===== src/rtl/tpa_pkg.sv =====
// ----------------------------------------------------------------------------
// tpa_pkg: telecommand packet acceptor shared definitions
// Types, constants, result codes and the byte-wise CRC update.
// ----------------------------------------------------------------------------
`default_nettype none

package tpa_pkg;

    localparam int COUNT_W = 17;

    typedef logic [COUNT_W-1:0] count_t;

    localparam count_t COUNT_MAX        = {COUNT_W{1'b1}};
    localparam count_t MIN_PACKET_BYTES = 17'd13;
    localparam count_t PRI_HDR_BYTES    = 17'd6;
    localparam count_t SEC_HDR_END      = 17'd11;
    localparam count_t CRC_START        = 17'd2;
    localparam count_t LENGTH_OFFSET    = 17'd7;

    localparam logic [15:0] CRC_POLY = 16'h1021;
    localparam logic [15:0] CRC_INIT = 16'hFFFF;

    localparam logic [3:0] PUS_VERSION_REQUIRED = 4'd2;
    localparam logic [7:0] SERVICE_REQUIRED     = 8'd17;

    // Primary header framing fields
    localparam logic [2:0] CCSDS_VERSION = 3'd0;
    localparam logic       TYPE_TC       = 1'b1;
    localparam logic [1:0] SEQ_UNSEGMENTED = 2'b11;

    // Verdict codes
    localparam logic [2:0] VERDICT_ACCEPTED    = 3'd0;
    localparam logic [2:0] VERDICT_LENGTH_ERR  = 3'd1;
    localparam logic [2:0] VERDICT_CRC_FAIL    = 3'd2;
    localparam logic [2:0] VERDICT_BAD_PUS     = 3'd3;
    localparam logic [2:0] VERDICT_BAD_SERVICE = 3'd4;

    // Packet summary handed from the accumulator to the checker
    typedef struct packed {
        count_t      byte_count;
        logic [47:0] primary_hdr;
        logic [39:0] secondary_hdr;
        logic        crc_ok;
    } pkt_sum_t;

    // CRC-16/CCITT-FALSE, one byte, MSB first
    function automatic logic [15:0] crc_feed(input logic [15:0] crc, input logic [7:0] b);
        logic [15:0] c;
        c = crc ^ {b, 8'h00};
        for (int i = 0; i < 8; i++) begin
            if (c[15])
                c = {c[14:0], 1'b0} ^ CRC_POLY;
            else
                c = {c[14:0], 1'b0};
        end
        return c;
    endfunction

endpackage

`default_nettype wire


===== src/rtl/tpa_byte_if.sv =====
// ----------------------------------------------------------------------------
// tpa_byte_if: packet byte channel
// Valid/ready channel carrying one packet byte and its last-byte marker.
// ----------------------------------------------------------------------------
`default_nettype none

interface tpa_byte_if;
    logic       valid;
    logic       ready;
    logic [7:0] data_byte;
    logic       last_byte;

    modport source (output valid, output data_byte, output last_byte, input ready);
    modport sink   (input valid, input data_byte, input last_byte, output ready);
endinterface

`default_nettype wire


===== src/rtl/tpa_result_if.sv =====
// ----------------------------------------------------------------------------
// tpa_result_if: acceptance report channel
// Valid/ready channel carrying one acceptance verdict word per packet.
// ----------------------------------------------------------------------------
`default_nettype none

interface tpa_result_if;
    logic        valid;
    logic        ready;
    logic        addressed;
    logic [2:0]  verdict;
    logic [3:0]  ack_mask;
    logic [15:0] source_ident;
    logic [7:0]  service_kind;
    logic [7:0]  service_subkind;

    modport source (output valid, output addressed, output verdict, output ack_mask,
                    output source_ident, output service_kind, output service_subkind,
                    input ready);
    modport sink   (input valid, input addressed, input verdict, input ack_mask,
                    input source_ident, input service_kind, input service_subkind,
                    output ready);
endinterface

`default_nettype wire


===== src/rtl/tpa_cfg_if.sv =====
// ----------------------------------------------------------------------------
// tpa_cfg_if: configuration write channel
// Valid/ready channel carrying the expected APID register value.
// ----------------------------------------------------------------------------
`default_nettype none

interface tpa_cfg_if;
    logic        valid;
    logic        ready;
    logic [10:0] apid;

    modport source (output valid, output apid, input ready);
    modport sink   (input valid, input apid, output ready);
endinterface

`default_nettype wire


===== src/rtl/tpa_accum.sv =====
// ----------------------------------------------------------------------------
// tpa_accum: byte accumulator
// Registers each incoming byte, captures the headers, runs the CRC over all
// bytes but the last two, and hands a packet summary on the last byte.
// ----------------------------------------------------------------------------
`default_nettype none

module tpa_accum
    import tpa_pkg::*;
(
    input  wire logic  clk,
    input  wire logic  rst_n,
    tpa_byte_if.sink   pkt,
    input  wire logic  sum_ready,
    output logic       sum_valid,
    output pkt_sum_t   sum
);

    logic        in_vld_reg;
    logic [7:0]  in_byte_reg;
    logic        in_last_reg;
    logic        advance;

    count_t      count_reg,   count_next;
    logic [47:0] pri_reg,     pri_next;
    logic [39:0] sec_reg,     sec_next;
    logic [15:0] crc_reg,     crc_next;
    logic [15:0] pair_reg,    pair_next;

    // Advance the held word unless a finished packet cannot be handed on
    assign advance   = in_vld_reg && (!in_last_reg || sum_ready);
    assign pkt.ready = !in_vld_reg || advance;
    assign sum_valid = in_vld_reg && in_last_reg;

    // Input register
    always_ff @(posedge clk or negedge rst_n)
    begin
        if (!rst_n)
        begin
            in_vld_reg <= 1'b0;
        end
        else if (pkt.valid && pkt.ready)
        begin
            in_vld_reg <= 1'b1;
        end
        else if (advance)
        begin
            in_vld_reg <= 1'b0;
        end
    end

    always_ff @(posedge clk)
    begin
        if (pkt.valid && pkt.ready)
        begin
            in_byte_reg <= pkt.data_byte;
            in_last_reg <= pkt.last_byte;
        end
    end

    // Next packet state with the held byte folded in
    always_comb
    begin
        pri_next = pri_reg;
        sec_next = sec_reg;
        if (count_reg < PRI_HDR_BYTES)
            pri_next = {pri_reg[39:0], in_byte_reg};
        else if (count_reg < SEC_HDR_END)
            sec_next = {sec_reg[31:0], in_byte_reg};

        if (count_reg >= CRC_START)
            crc_next = crc_feed(crc_reg, pair_reg[15:8]);
        else
            crc_next = crc_reg;
        pair_next = {pair_reg[7:0], in_byte_reg};

        if (count_reg != COUNT_MAX)
            count_next = count_reg + 17'd1;
        else
            count_next = count_reg;
    end

    assign sum.byte_count    = count_next;
    assign sum.primary_hdr   = pri_next;
    assign sum.secondary_hdr = sec_next;
    assign sum.crc_ok        = (crc_next == pair_next);

    // Packet state: hold, advance, or clear after the last byte
    always_ff @(posedge clk or negedge rst_n)
    begin
        if (!rst_n)
        begin
            count_reg <= '0;
            pri_reg   <= '0;
            sec_reg   <= '0;
            crc_reg   <= CRC_INIT;
            pair_reg  <= '0;
        end
        else if (advance)
        begin
            if (in_last_reg)
            begin
                count_reg <= '0;
                pri_reg   <= '0;
                sec_reg   <= '0;
                crc_reg   <= CRC_INIT;
                pair_reg  <= '0;
            end
            else
            begin
                count_reg <= count_next;
                pri_reg   <= pri_next;
                sec_reg   <= sec_next;
                crc_reg   <= crc_next;
                pair_reg  <= pair_next;
            end
        end
    end

endmodule

`default_nettype wire


===== src/rtl/tpa_judge.sv =====
// ----------------------------------------------------------------------------
// tpa_judge: acceptance checker
// Holds the expected APID, checks a packet summary and registers the report.
// ----------------------------------------------------------------------------
`default_nettype none

module tpa_judge
    import tpa_pkg::*;
(
    input  wire logic     clk,
    input  wire logic     rst_n,
    tpa_cfg_if.sink       cfg,
    input  wire logic     sum_valid,
    input  wire pkt_sum_t sum,
    output logic          sum_ready,
    tpa_result_if.source  report
);

    logic [10:0] apid_reg;
    logic        out_vld_reg;
    logic        load;

    logic        addr_next;
    logic [2:0]  verdict_next;
    logic [3:0]  ack_next;
    logic [15:0] src_next;
    logic [7:0]  svc_next;
    logic [7:0]  sub_next;

    logic        framing_ok;
    logic [16:0] expected_len;

    logic        addr_reg;
    logic [2:0]  verdict_reg;
    logic [3:0]  ack_reg;
    logic [15:0] src_reg;
    logic [7:0]  svc_reg;
    logic [7:0]  sub_reg;

    // Configuration register, always writable
    assign cfg.ready = 1'b1;

    always_ff @(posedge clk or negedge rst_n)
    begin
        if (!rst_n)
            apid_reg <= '0;
        else if (cfg.valid)
            apid_reg <= cfg.apid;
    end

    // Checks in order: address, length, CRC, PUS version, service
    always_comb
    begin
        framing_ok = (sum.primary_hdr[47:45] == CCSDS_VERSION) &&
                     (sum.primary_hdr[44] == TYPE_TC) &&
                     sum.primary_hdr[43] &&
                     (sum.primary_hdr[31:30] == SEQ_UNSEGMENTED);
        expected_len = {1'b0, sum.primary_hdr[15:0]} + LENGTH_OFFSET;

        addr_next    = 1'b0;
        verdict_next = VERDICT_ACCEPTED;
        ack_next     = '0;
        src_next     = '0;
        svc_next     = '0;
        sub_next     = '0;

        if ((sum.byte_count >= PRI_HDR_BYTES) && framing_ok &&
            (sum.primary_hdr[42:32] == apid_reg))
        begin
            addr_next = 1'b1;
            if ((sum.byte_count < MIN_PACKET_BYTES) || (sum.byte_count != expected_len))
            begin
                verdict_next = VERDICT_LENGTH_ERR;
            end
            else
            begin
                ack_next = sum.secondary_hdr[35:32];
                svc_next = sum.secondary_hdr[31:24];
                sub_next = sum.secondary_hdr[23:16];
                src_next = sum.secondary_hdr[15:0];
                if (!sum.crc_ok)
                    verdict_next = VERDICT_CRC_FAIL;
                else if (sum.secondary_hdr[39:36] != PUS_VERSION_REQUIRED)
                    verdict_next = VERDICT_BAD_PUS;
                else if (sum.secondary_hdr[31:24] != SERVICE_REQUIRED)
                    verdict_next = VERDICT_BAD_SERVICE;
                else
                    verdict_next = VERDICT_ACCEPTED;
            end
        end
    end

    // Result register: load when empty or being drained
    assign sum_ready = !out_vld_reg || report.ready;
    assign load      = sum_valid && sum_ready;

    always_ff @(posedge clk or negedge rst_n)
    begin
        if (!rst_n)
            out_vld_reg <= 1'b0;
        else if (load)
            out_vld_reg <= 1'b1;
        else if (report.ready)
            out_vld_reg <= 1'b0;
    end

    always_ff @(posedge clk)
    begin
        if (load)
        begin
            addr_reg    <= addr_next;
            verdict_reg <= verdict_next;
            ack_reg     <= ack_next;
            src_reg     <= src_next;
            svc_reg     <= svc_next;
            sub_reg     <= sub_next;
        end
    end

    assign report.valid           = out_vld_reg;
    assign report.addressed       = addr_reg;
    assign report.verdict         = verdict_reg;
    assign report.ack_mask        = ack_reg;
    assign report.source_ident    = src_reg;
    assign report.service_kind    = svc_reg;
    assign report.service_subkind = sub_reg;

endmodule

`default_nettype wire


===== src/rtl/telecommand_packet_acceptor_unit.sv =====
// ----------------------------------------------------------------------------
// telecommand_packet_acceptor_unit: telecommand acceptance check
// Channels: pkt takes one packet byte per word with a last-byte marker; report
// gives one verdict word per packet; cfg writes the expected APID (always
// ready, write only while no packet is in flight).
// Throughput: one byte per cycle, except that a last byte waits while the
// report word is stalled; each byte passes an input register, then the header
// capture and one-byte CRC update run combinationally on the held byte.
// Report path: the summary of the held last byte is checked and loaded into
// the result register, which gives the report word.
// Stall: a waiting report word holds in the result register; bytes of the
// next packet keep flowing, and only its last byte waits in the input
// register until the report word is taken.
// Reset: clears the APID register to zero, empties both registers and
// returns the packet state (count, headers, CRC 0xFFFF) to its start values.
// ----------------------------------------------------------------------------
`default_nettype none

module telecommand_packet_acceptor_unit
    import tpa_pkg::*;
(
    input  wire logic    clk,
    input  wire logic    rst_n,
    tpa_byte_if.sink     pkt,
    tpa_cfg_if.sink      cfg,
    tpa_result_if.source report
);

    logic     sum_valid;
    logic     sum_ready;
    pkt_sum_t sum;

    // Byte intake and packet state
    tpa_accum u_accum (
        .clk       (clk),
        .rst_n     (rst_n),
        .pkt       (pkt),
        .sum_ready (sum_ready),
        .sum_valid (sum_valid),
        .sum       (sum)
    );

    // Verdict and report register
    tpa_judge u_judge (
        .clk       (clk),
        .rst_n     (rst_n),
        .cfg       (cfg),
        .sum_valid (sum_valid),
        .sum       (sum),
        .sum_ready (sum_ready),
        .report    (report)
    );

endmodule

`default_nettype wire

===== src/flat_wrapper.sv =====
// flat-port wrapper written by rule: the top's interface ports become plain ports
module telecommand_packet_acceptor_unit_flat import tpa_pkg::*;
  (clk, rst_n, pkt_valid, pkt_data_byte, pkt_last_byte, pkt_ready, cfg_valid, cfg_apid, cfg_ready, report_valid, report_addressed, report_verdict, report_ack_mask, report_source_ident, report_service_kind, report_service_subkind, report_ready);
  tpa_byte_if pkt_i ();
  tpa_cfg_if cfg_i ();
  tpa_result_if report_i ();
  input  wire logic clk;
  input  wire logic rst_n;
  input wire logic [$bits(pkt_i.valid)-1:0] pkt_valid;
  input wire logic [$bits(pkt_i.data_byte)-1:0] pkt_data_byte;
  input wire logic [$bits(pkt_i.last_byte)-1:0] pkt_last_byte;
  output wire logic [$bits(pkt_i.ready)-1:0] pkt_ready;
  input wire logic [$bits(cfg_i.valid)-1:0] cfg_valid;
  input wire logic [$bits(cfg_i.apid)-1:0] cfg_apid;
  output wire logic [$bits(cfg_i.ready)-1:0] cfg_ready;
  output wire logic [$bits(report_i.valid)-1:0] report_valid;
  output wire logic [$bits(report_i.addressed)-1:0] report_addressed;
  output wire logic [$bits(report_i.verdict)-1:0] report_verdict;
  output wire logic [$bits(report_i.ack_mask)-1:0] report_ack_mask;
  output wire logic [$bits(report_i.source_ident)-1:0] report_source_ident;
  output wire logic [$bits(report_i.service_kind)-1:0] report_service_kind;
  output wire logic [$bits(report_i.service_subkind)-1:0] report_service_subkind;
  input wire logic [$bits(report_i.ready)-1:0] report_ready;
  assign pkt_i.valid = pkt_valid;
  assign pkt_i.data_byte = pkt_data_byte;
  assign pkt_i.last_byte = pkt_last_byte;
  assign pkt_ready = pkt_i.ready;
  assign cfg_i.valid = cfg_valid;
  assign cfg_i.apid = cfg_apid;
  assign cfg_ready = cfg_i.ready;
  assign report_valid = report_i.valid;
  assign report_addressed = report_i.addressed;
  assign report_verdict = report_i.verdict;
  assign report_ack_mask = report_i.ack_mask;
  assign report_source_ident = report_i.source_ident;
  assign report_service_kind = report_i.service_kind;
  assign report_service_subkind = report_i.service_subkind;
  assign report_i.ready = report_ready;
  telecommand_packet_acceptor_unit u_core (.clk(clk), .rst_n(rst_n), .pkt(pkt_i), .cfg(cfg_i), .report(report_i));
endmodule

===== config.mk =====
export PLATFORM = sky130hd
export DESIGN_NAME = telecommand_packet_acceptor_unit_flat
export DESIGN_NICKNAME = d
export VERILOG_FILES = /design/src/rtl/tpa_pkg.sv /design/src/rtl/tpa_byte_if.sv /design/src/rtl/tpa_result_if.sv /design/src/rtl/tpa_cfg_if.sv /design/src/rtl/tpa_accum.sv /design/src/rtl/tpa_judge.sv /design/src/rtl/telecommand_packet_acceptor_unit.sv /design/src/flat_wrapper.sv
export SDC_FILE = /design/constraint.sdc
export NUM_CORES = 1
export LEC_CHECK = 0
export ABC_CLOCK_PERIOD_IN_PS = 9640
export BUFFER_PORTS_ARGS = -buffer_cell sky130_fd_sc_hd__buf_2
export CORE_ASPECT_RATIO = 0.6
export CORE_UTILIZATION = 28
export CTS_CLUSTER_DIAMETER = 40
export DETAILED_ROUTE_END_ITERATION = 16
export SYNTH_ARGS = -nofsm -noshare
export SYNTH_HDL_FRONTEND = slang
export SYNTH_SLANG_ARGS = --single-unit

===== constraint.sdc =====
create_clock -name clk -period 9.64 [get_ports clk]
set_input_delay 0.482 -clock clk [delete_from_list [all_inputs] [get_ports clk]]
set_output_delay 0.482 -clock clk [all_outputs]
set_load 0.03 [all_outputs]

== Yosys cells after proc, flatten, opt, wreduce, memory -nomap -nowiden ==
Index checks and enable logic that the tools add are counted.
Cells by class
  $add $sub $neg: 2
  magnitude comparators: 5
  equal/unequal tests: 7
  mux-type cells: 34
  bitwise gates (word level): 11
  reduce and logical (&&, ||, !) cells: 23
Operator list (number)
  $mux 16: 10
  $mux 40: 3
  $mux 13: 8
  $mux 48: 2
  $lt 17x4->1 const B: 2
  $mux 17: 2
  $not 3->3: 8
  $add 16x3->17 const B: 1
  $add 17x1->17 const B: 1
  $ge 17x2->1 const B: 1
  $ge 17x3->1 const B: 1
  $lt 17x3->1 const B: 1
  $ne 17x17->1: 1
  $ne 17x17->1 const B: 1
  $eq 16x16->1: 1
  $xor 16x16->16: 1
  $eq 11x11->1: 1
  $logic_and 1x1->1: 9
  $ne 8x5->1 const B: 1
  $mux 1: 6
  $reduce_bool 2->1: 3
  $logic_or 1x1->1: 4
  $mux 2: 2
  $ne 4x2->1 const B: 1
  8 further kinds: 11
Word-level totals
  flip-flop bits (word level): 199
  input port bits: 25
  output and inout port bits: 43
  logic and storage cells: 101

== Longest topological paths before layout ==
  depth in word-level cells: 28
  depth in mapped cells: 19
  mapped depth without buffers: 13

== Modules after synthesis ==
A second synthesis with hierarchy kept.
Second synthesis, totals
  cells, all modules: 970
  area total of the unflattened synthesis: 11000.6 um^2
By module, submodules not included
  tpa_accum: instances 1, cells each 699, area an instance 8040.2 um^2, sequential area each 3743.6 um^2
  tpa_judge: instances 1, cells each 271, area an instance 2960.3 um^2, sequential area each 1501.4 um^2

== Worst setup path before layout ==
OpenSTA, ideal clock, no wires.
  kind: flip-flop to flip-flop
  start: register u_core.u_accum.count_reg[4]
  end: register u_core.u_judge.verdict_reg[0], in the netlist u_core.u_judge.report.verdict[0] (data pin)
  library setup time: 0.264 ns
  arrival time: 3.763 ns
  data required time: 9.376 ns
  path slack: 5.613 ns
  cell stages (with the launch flop): 19
  buffers on the path: 5
  clock period less this slack: 4.027 ns
  cells stage by stage: dfrtp_1 buf_6 nor4_4 and4_1 buf_4 nand2_4 buf_6 clkbuf_1 mux2i_1 ha_1 nor2b_1 or3_1 nand4_1 a21oi_1 nand4b_1 nor4_1 nand4_1 buf_4 o41a_1
Between the ends
  longest elaborated chain between the ends: 8
  elaborated cells between the ends (all ways): 28
  classes of those cells: add/sub: 2; order compare: 5; eq/ne: 6; mux: 8; reduce/logical: 7
RTL lines
  start: declaration: RTL line tpa_accum.sv:24  | count_t count_reg, count_next;
  start signal: assignment: RTL line tpa_accum.sv:111  | count_reg <= count_next;
  branches (longest 8 deep; another with $lt 17x3->1)
  end signal: assignment: RTL line tpa_judge.sv:112  | verdict_reg <= verdict_next;
  end: declaration: RTL line tpa_judge.sv:34  | logic [2:0] verdict_reg;
Parallel ways; which one is timed is not known. The select of a mux whose other input is x is not followed.
A chain may end at the register's enable or synchronous reset.

== Final worst setup path ==
  start: register u_core.u_accum.count_reg[9]
  end: register u_core.u_judge.verdict_reg[0], in the netlist u_core.u_judge.report.verdict[0] (data pin)
The elaborated chain is that of the path after synthesis.

==> results_dict.tcl <==
set metrics [dict create \
    async_flop_share_pct 75.38 \
    relSlewSlack_pct 13.36 \
    start_util_pct 28.46 \
    slew_violations 0 \
    syn_avg_cell_area_sq_um 10.21 \
    synth_fp_nets 1156 \
    grt_pass1_wl_microns 54040 \
    grt_pass1_vias 8750 \
    cts-resized-gates 0 \
    min_period_ns 5.285 \
    r2r-start "u_core.u_accum.count_reg[9]$_DFFE_PN0P_" \
    rsz0062_at_grt "false" \
    routed_wl_microns 34290 \
    dp_hpwl_microns 23290 \
    tightest_slew_ns 1.295 \
    rows 57 \
    min_period_over_period_pct 54.82 \
    finalSetupViolCount 0 \
    crit_required_ns 9.85 \
    timing.critical_path.mode_cell "nand4_1" \
    rr_endpoint "u_core.u_judge.report.verdict[0]$_SDFFCE_PN0P_" \
    r2r_slack_ns 4.36 \
    clock_sinks 199 \
    postCtsSetupRepairBufs 0 \
    p_leak_nw 4.782 \
    drtIter0Drc 949 \
    synth_cells 1129 \
    crit_type "flop to flop" \
    coreArea_sq_um 40510 \
    clkLatencyLatePin_ns 0.46 \
    dieArea_sq_um 42020 \
    fp.dieW_microns 264.0 \
    cts-hold-fix-buffers 0 \
    worstPathCellList "nor3_1 > and4_1 > nand2_4 > mux2i_1 > ha_1 > nor2b_1 > o21ai_0 > nand4_1 > a21oi_1 > nand4b_1 > nor4_1 > nand4_1 > buf_4 > o41a_1" \
    synth_top_flop_cell "dfrtp_1" \
    synth_cell_type_count 78 \
    drc_errors 0 \
    dpl_cell_area_sq_um 12210 \
    finalSetupTns_ns 0 \
    cts_tree "built" \
    max-cap-violations 0 \
    die_y_microns 159.2 \
    grt_antenna_before_repair 2 \
    reg2regPathDepth 14 \
    grt_usage_pct 16.57 \
    synth_top_area_share_pct 29.09 \
    pin_count 68 \
    synth_top_area_cell "dfrtp_1" \
    ant_nets 0 \
    synth_edf_count 49 \
    grt_start_max_net_pins 82 \
    clockBufferDepth 2 \
    root_buffer "clkbuf_16" \
    path_clk_slew_ns 0.08 \
    skew_ns 0.01302 \
    max_freq_mhz 189.2 \
    layout-drive-gt1-share_pct 18.09 \
    cp_slowest_cell "and4_1" \
    ys_warn_count 0 \
    cts_buffers 17 \
    critPathLaunchType "flop" \
    status "finished, final reports clean" \
    wl_per_cell_microns 20.51 \
    viasPerCell 5.568 \
    synth_area_leaders "dfrtp_1, edfxtp_1, a22o_1" \
    finalHoldViolations 0 \
    post-route-cell-area_sq_um 12810 \
    hold_class "input port to asynchronous set/reset pin" \
    drt_pass1_iterations 5 \
    grt_remaining_overflow 0 \
    worstPathMaxFanout 39 \
    cp.arrival_ns 5.50 \
    vias 9310 \
    area_delta_synth_final_pct 11.15 \
    port_buffers 66 \
    largest_reg_flops 48 \
    seq_area_frac_synth_pct 45.50 \
    synth_area_sq_um 11530 \
    fin_nets 1153 \
    ys_seq_elements 199 \
    critPathMaxStageDelay_ns 0.81 \
    ir_drop_mv 0.1047 \
    powerDensity_nw_per_um2 195.5 \
    htree_num_levels 4 \
    gp_congestion 0.9215 \
    endpoint_kind "flop" \
]
-- through the flow --
stage          worst slack [ns]  util (%)  hold slack [ns]  instances  power, mW
3_5_place_dp              4.444     30.13           0.4799       1638      1.757
2_1_floorplan             5.613         -           0.1864       1129      1.583
3_3_place_gp              4.540     30.13           0.4742       1638      1.749
4_1_cts                   4.427     31.62          0.06759       1670      2.508
5_1_grt                   4.041     31.63          0.09477       1671      2.625
6_report                  4.355     31.63          0.02546       1672      2.505
-- how the worst max path moves through the flow --
stage,from,slack (ns),endpoint,cells after the start
after floorplan,u_core.u_accum.count_reg[4]$_DFFE_PN0P_,5.61,u_core.u_judge.report.verdict[0]$_SDFFCE_PN0P_,18
after global placement,u_core.u_accum.count_reg[4]$_DFFE_PN0P_,4.54,u_core.u_judge.report.verdict[0]$_SDFFCE_PN0P_,14
after detailed placement,u_core.u_accum.count_reg[4]$_DFFE_PN0P_,4.44,u_core.u_judge.report.verdict[0]$_SDFFCE_PN0P_,14
after CTS,u_core.u_accum.count_reg[4]$_DFFE_PN0P_,4.43,u_core.u_judge.report.verdict[0]$_SDFFCE_PN0P_,14
after global routing,u_core.u_accum.count_reg[9]$_DFFE_PN0P_,4.04,u_core.u_judge.report.verdict[0]$_SDFFCE_PN0P_,14
final,u_core.u_accum.count_reg[9]$_DFFE_PN0P_,4.36,u_core.u_judge.report.verdict[0]$_SDFFCE_PN0P_,14
-- where the power goes --
| part | internal, mW | total, mW | switching (mW) |
|---|---|---|---|
| Combinational | 0.294 | 0.694 | 0.400 |
| Clock | 0.379 | 0.748 | 0.369 |
| Sequential | 0.954 | 1.06 | 0.108 |
-- cell families after synthesis --
kind of cell / share of synthesized area, %
mux: 2.811
simple gates: 17.22
xor+xnor: 7.130
fa+ha+maj: 0.2170
flops: 45.50
compound gates: 22.30
buf+inv: 4.786
other cells: 0.03253
-- layer usage --
layer	part of all wire [%]	routed length, microns	global-route usage, %	vias up
met3	8.9	3046	4.408	22
met1	51	17550	26.89	4686
met2	39	13340	21.09	356
li1	-	-	-	4244
met5	0.023	8	0	-
met4	1.0	344	3.409	2
-- Yosys cell counts, drive strengths merged (4+ instances only) --
cell and count:
or3 8, o211ai 8, a211oi 6, inv 16, edfxtp 49, and3 14
and4 5, a31oi 6, xnor2 55, nor2 41, or4 6, buf 40
o22ai 7, a22oi 16, o22a 20, dfstp 16, a32oi 5, nand3b 10
a2111oi 33, dfrtp 134, a22o 74, nor4 27, nor4b 9, clkbuf 66
nand4 20, nand2 151, nand3 27, nor2b 4, mux2i 20, or2 6
o21ai 61, a21oi 36, xor2 26, nor3 28, xnor3 5, nand2b 7
o31ai 10, o2111ai 4, mux2 11
-- critical path: cells and delay by family (launching register included) --
kind	cells	cell delay (ns)
simple gates	8	2.78
compound gates	3	0.70
flops	1	0.53
buf+inv	1	0.38
mux	1	0.34
fa+ha+maj	1	0.28
-- cell usage in the layout (no fill, tap or decap), types with 14 or more instances in the layout --
master and n:
nand2_1 150, dfrtp_1 134, a22o_1 74, buf_2 65, xnor2_1 55, o21ai_0 55
edfxtp_1 49, nor2_1 36, a21oi_1 34, nor3_1 27, nand3_1 27, a2111oi_2 27
xor2_1 26, mux2i_1 20, o22a_1 20, buf_4 18, nand4_1 17, nor4_1 17
clkbuf_16 17, inv_1 16, a22oi_1 16, dfstp_2 16, and3_1 14
-- area by class of cell --
class	count	area [sq um]
diodes	2	5.005
clock buffers	19	442.9
clock inverters	13	158.9
fillers	4142	27700
inverters	16	60.06
multi-input cells	808	5766
flip-flops and latches	199	5245
well taps	531	664.4
repair buffers	84	471.7
No activity file was read; power rests on OpenSTA's default activity.
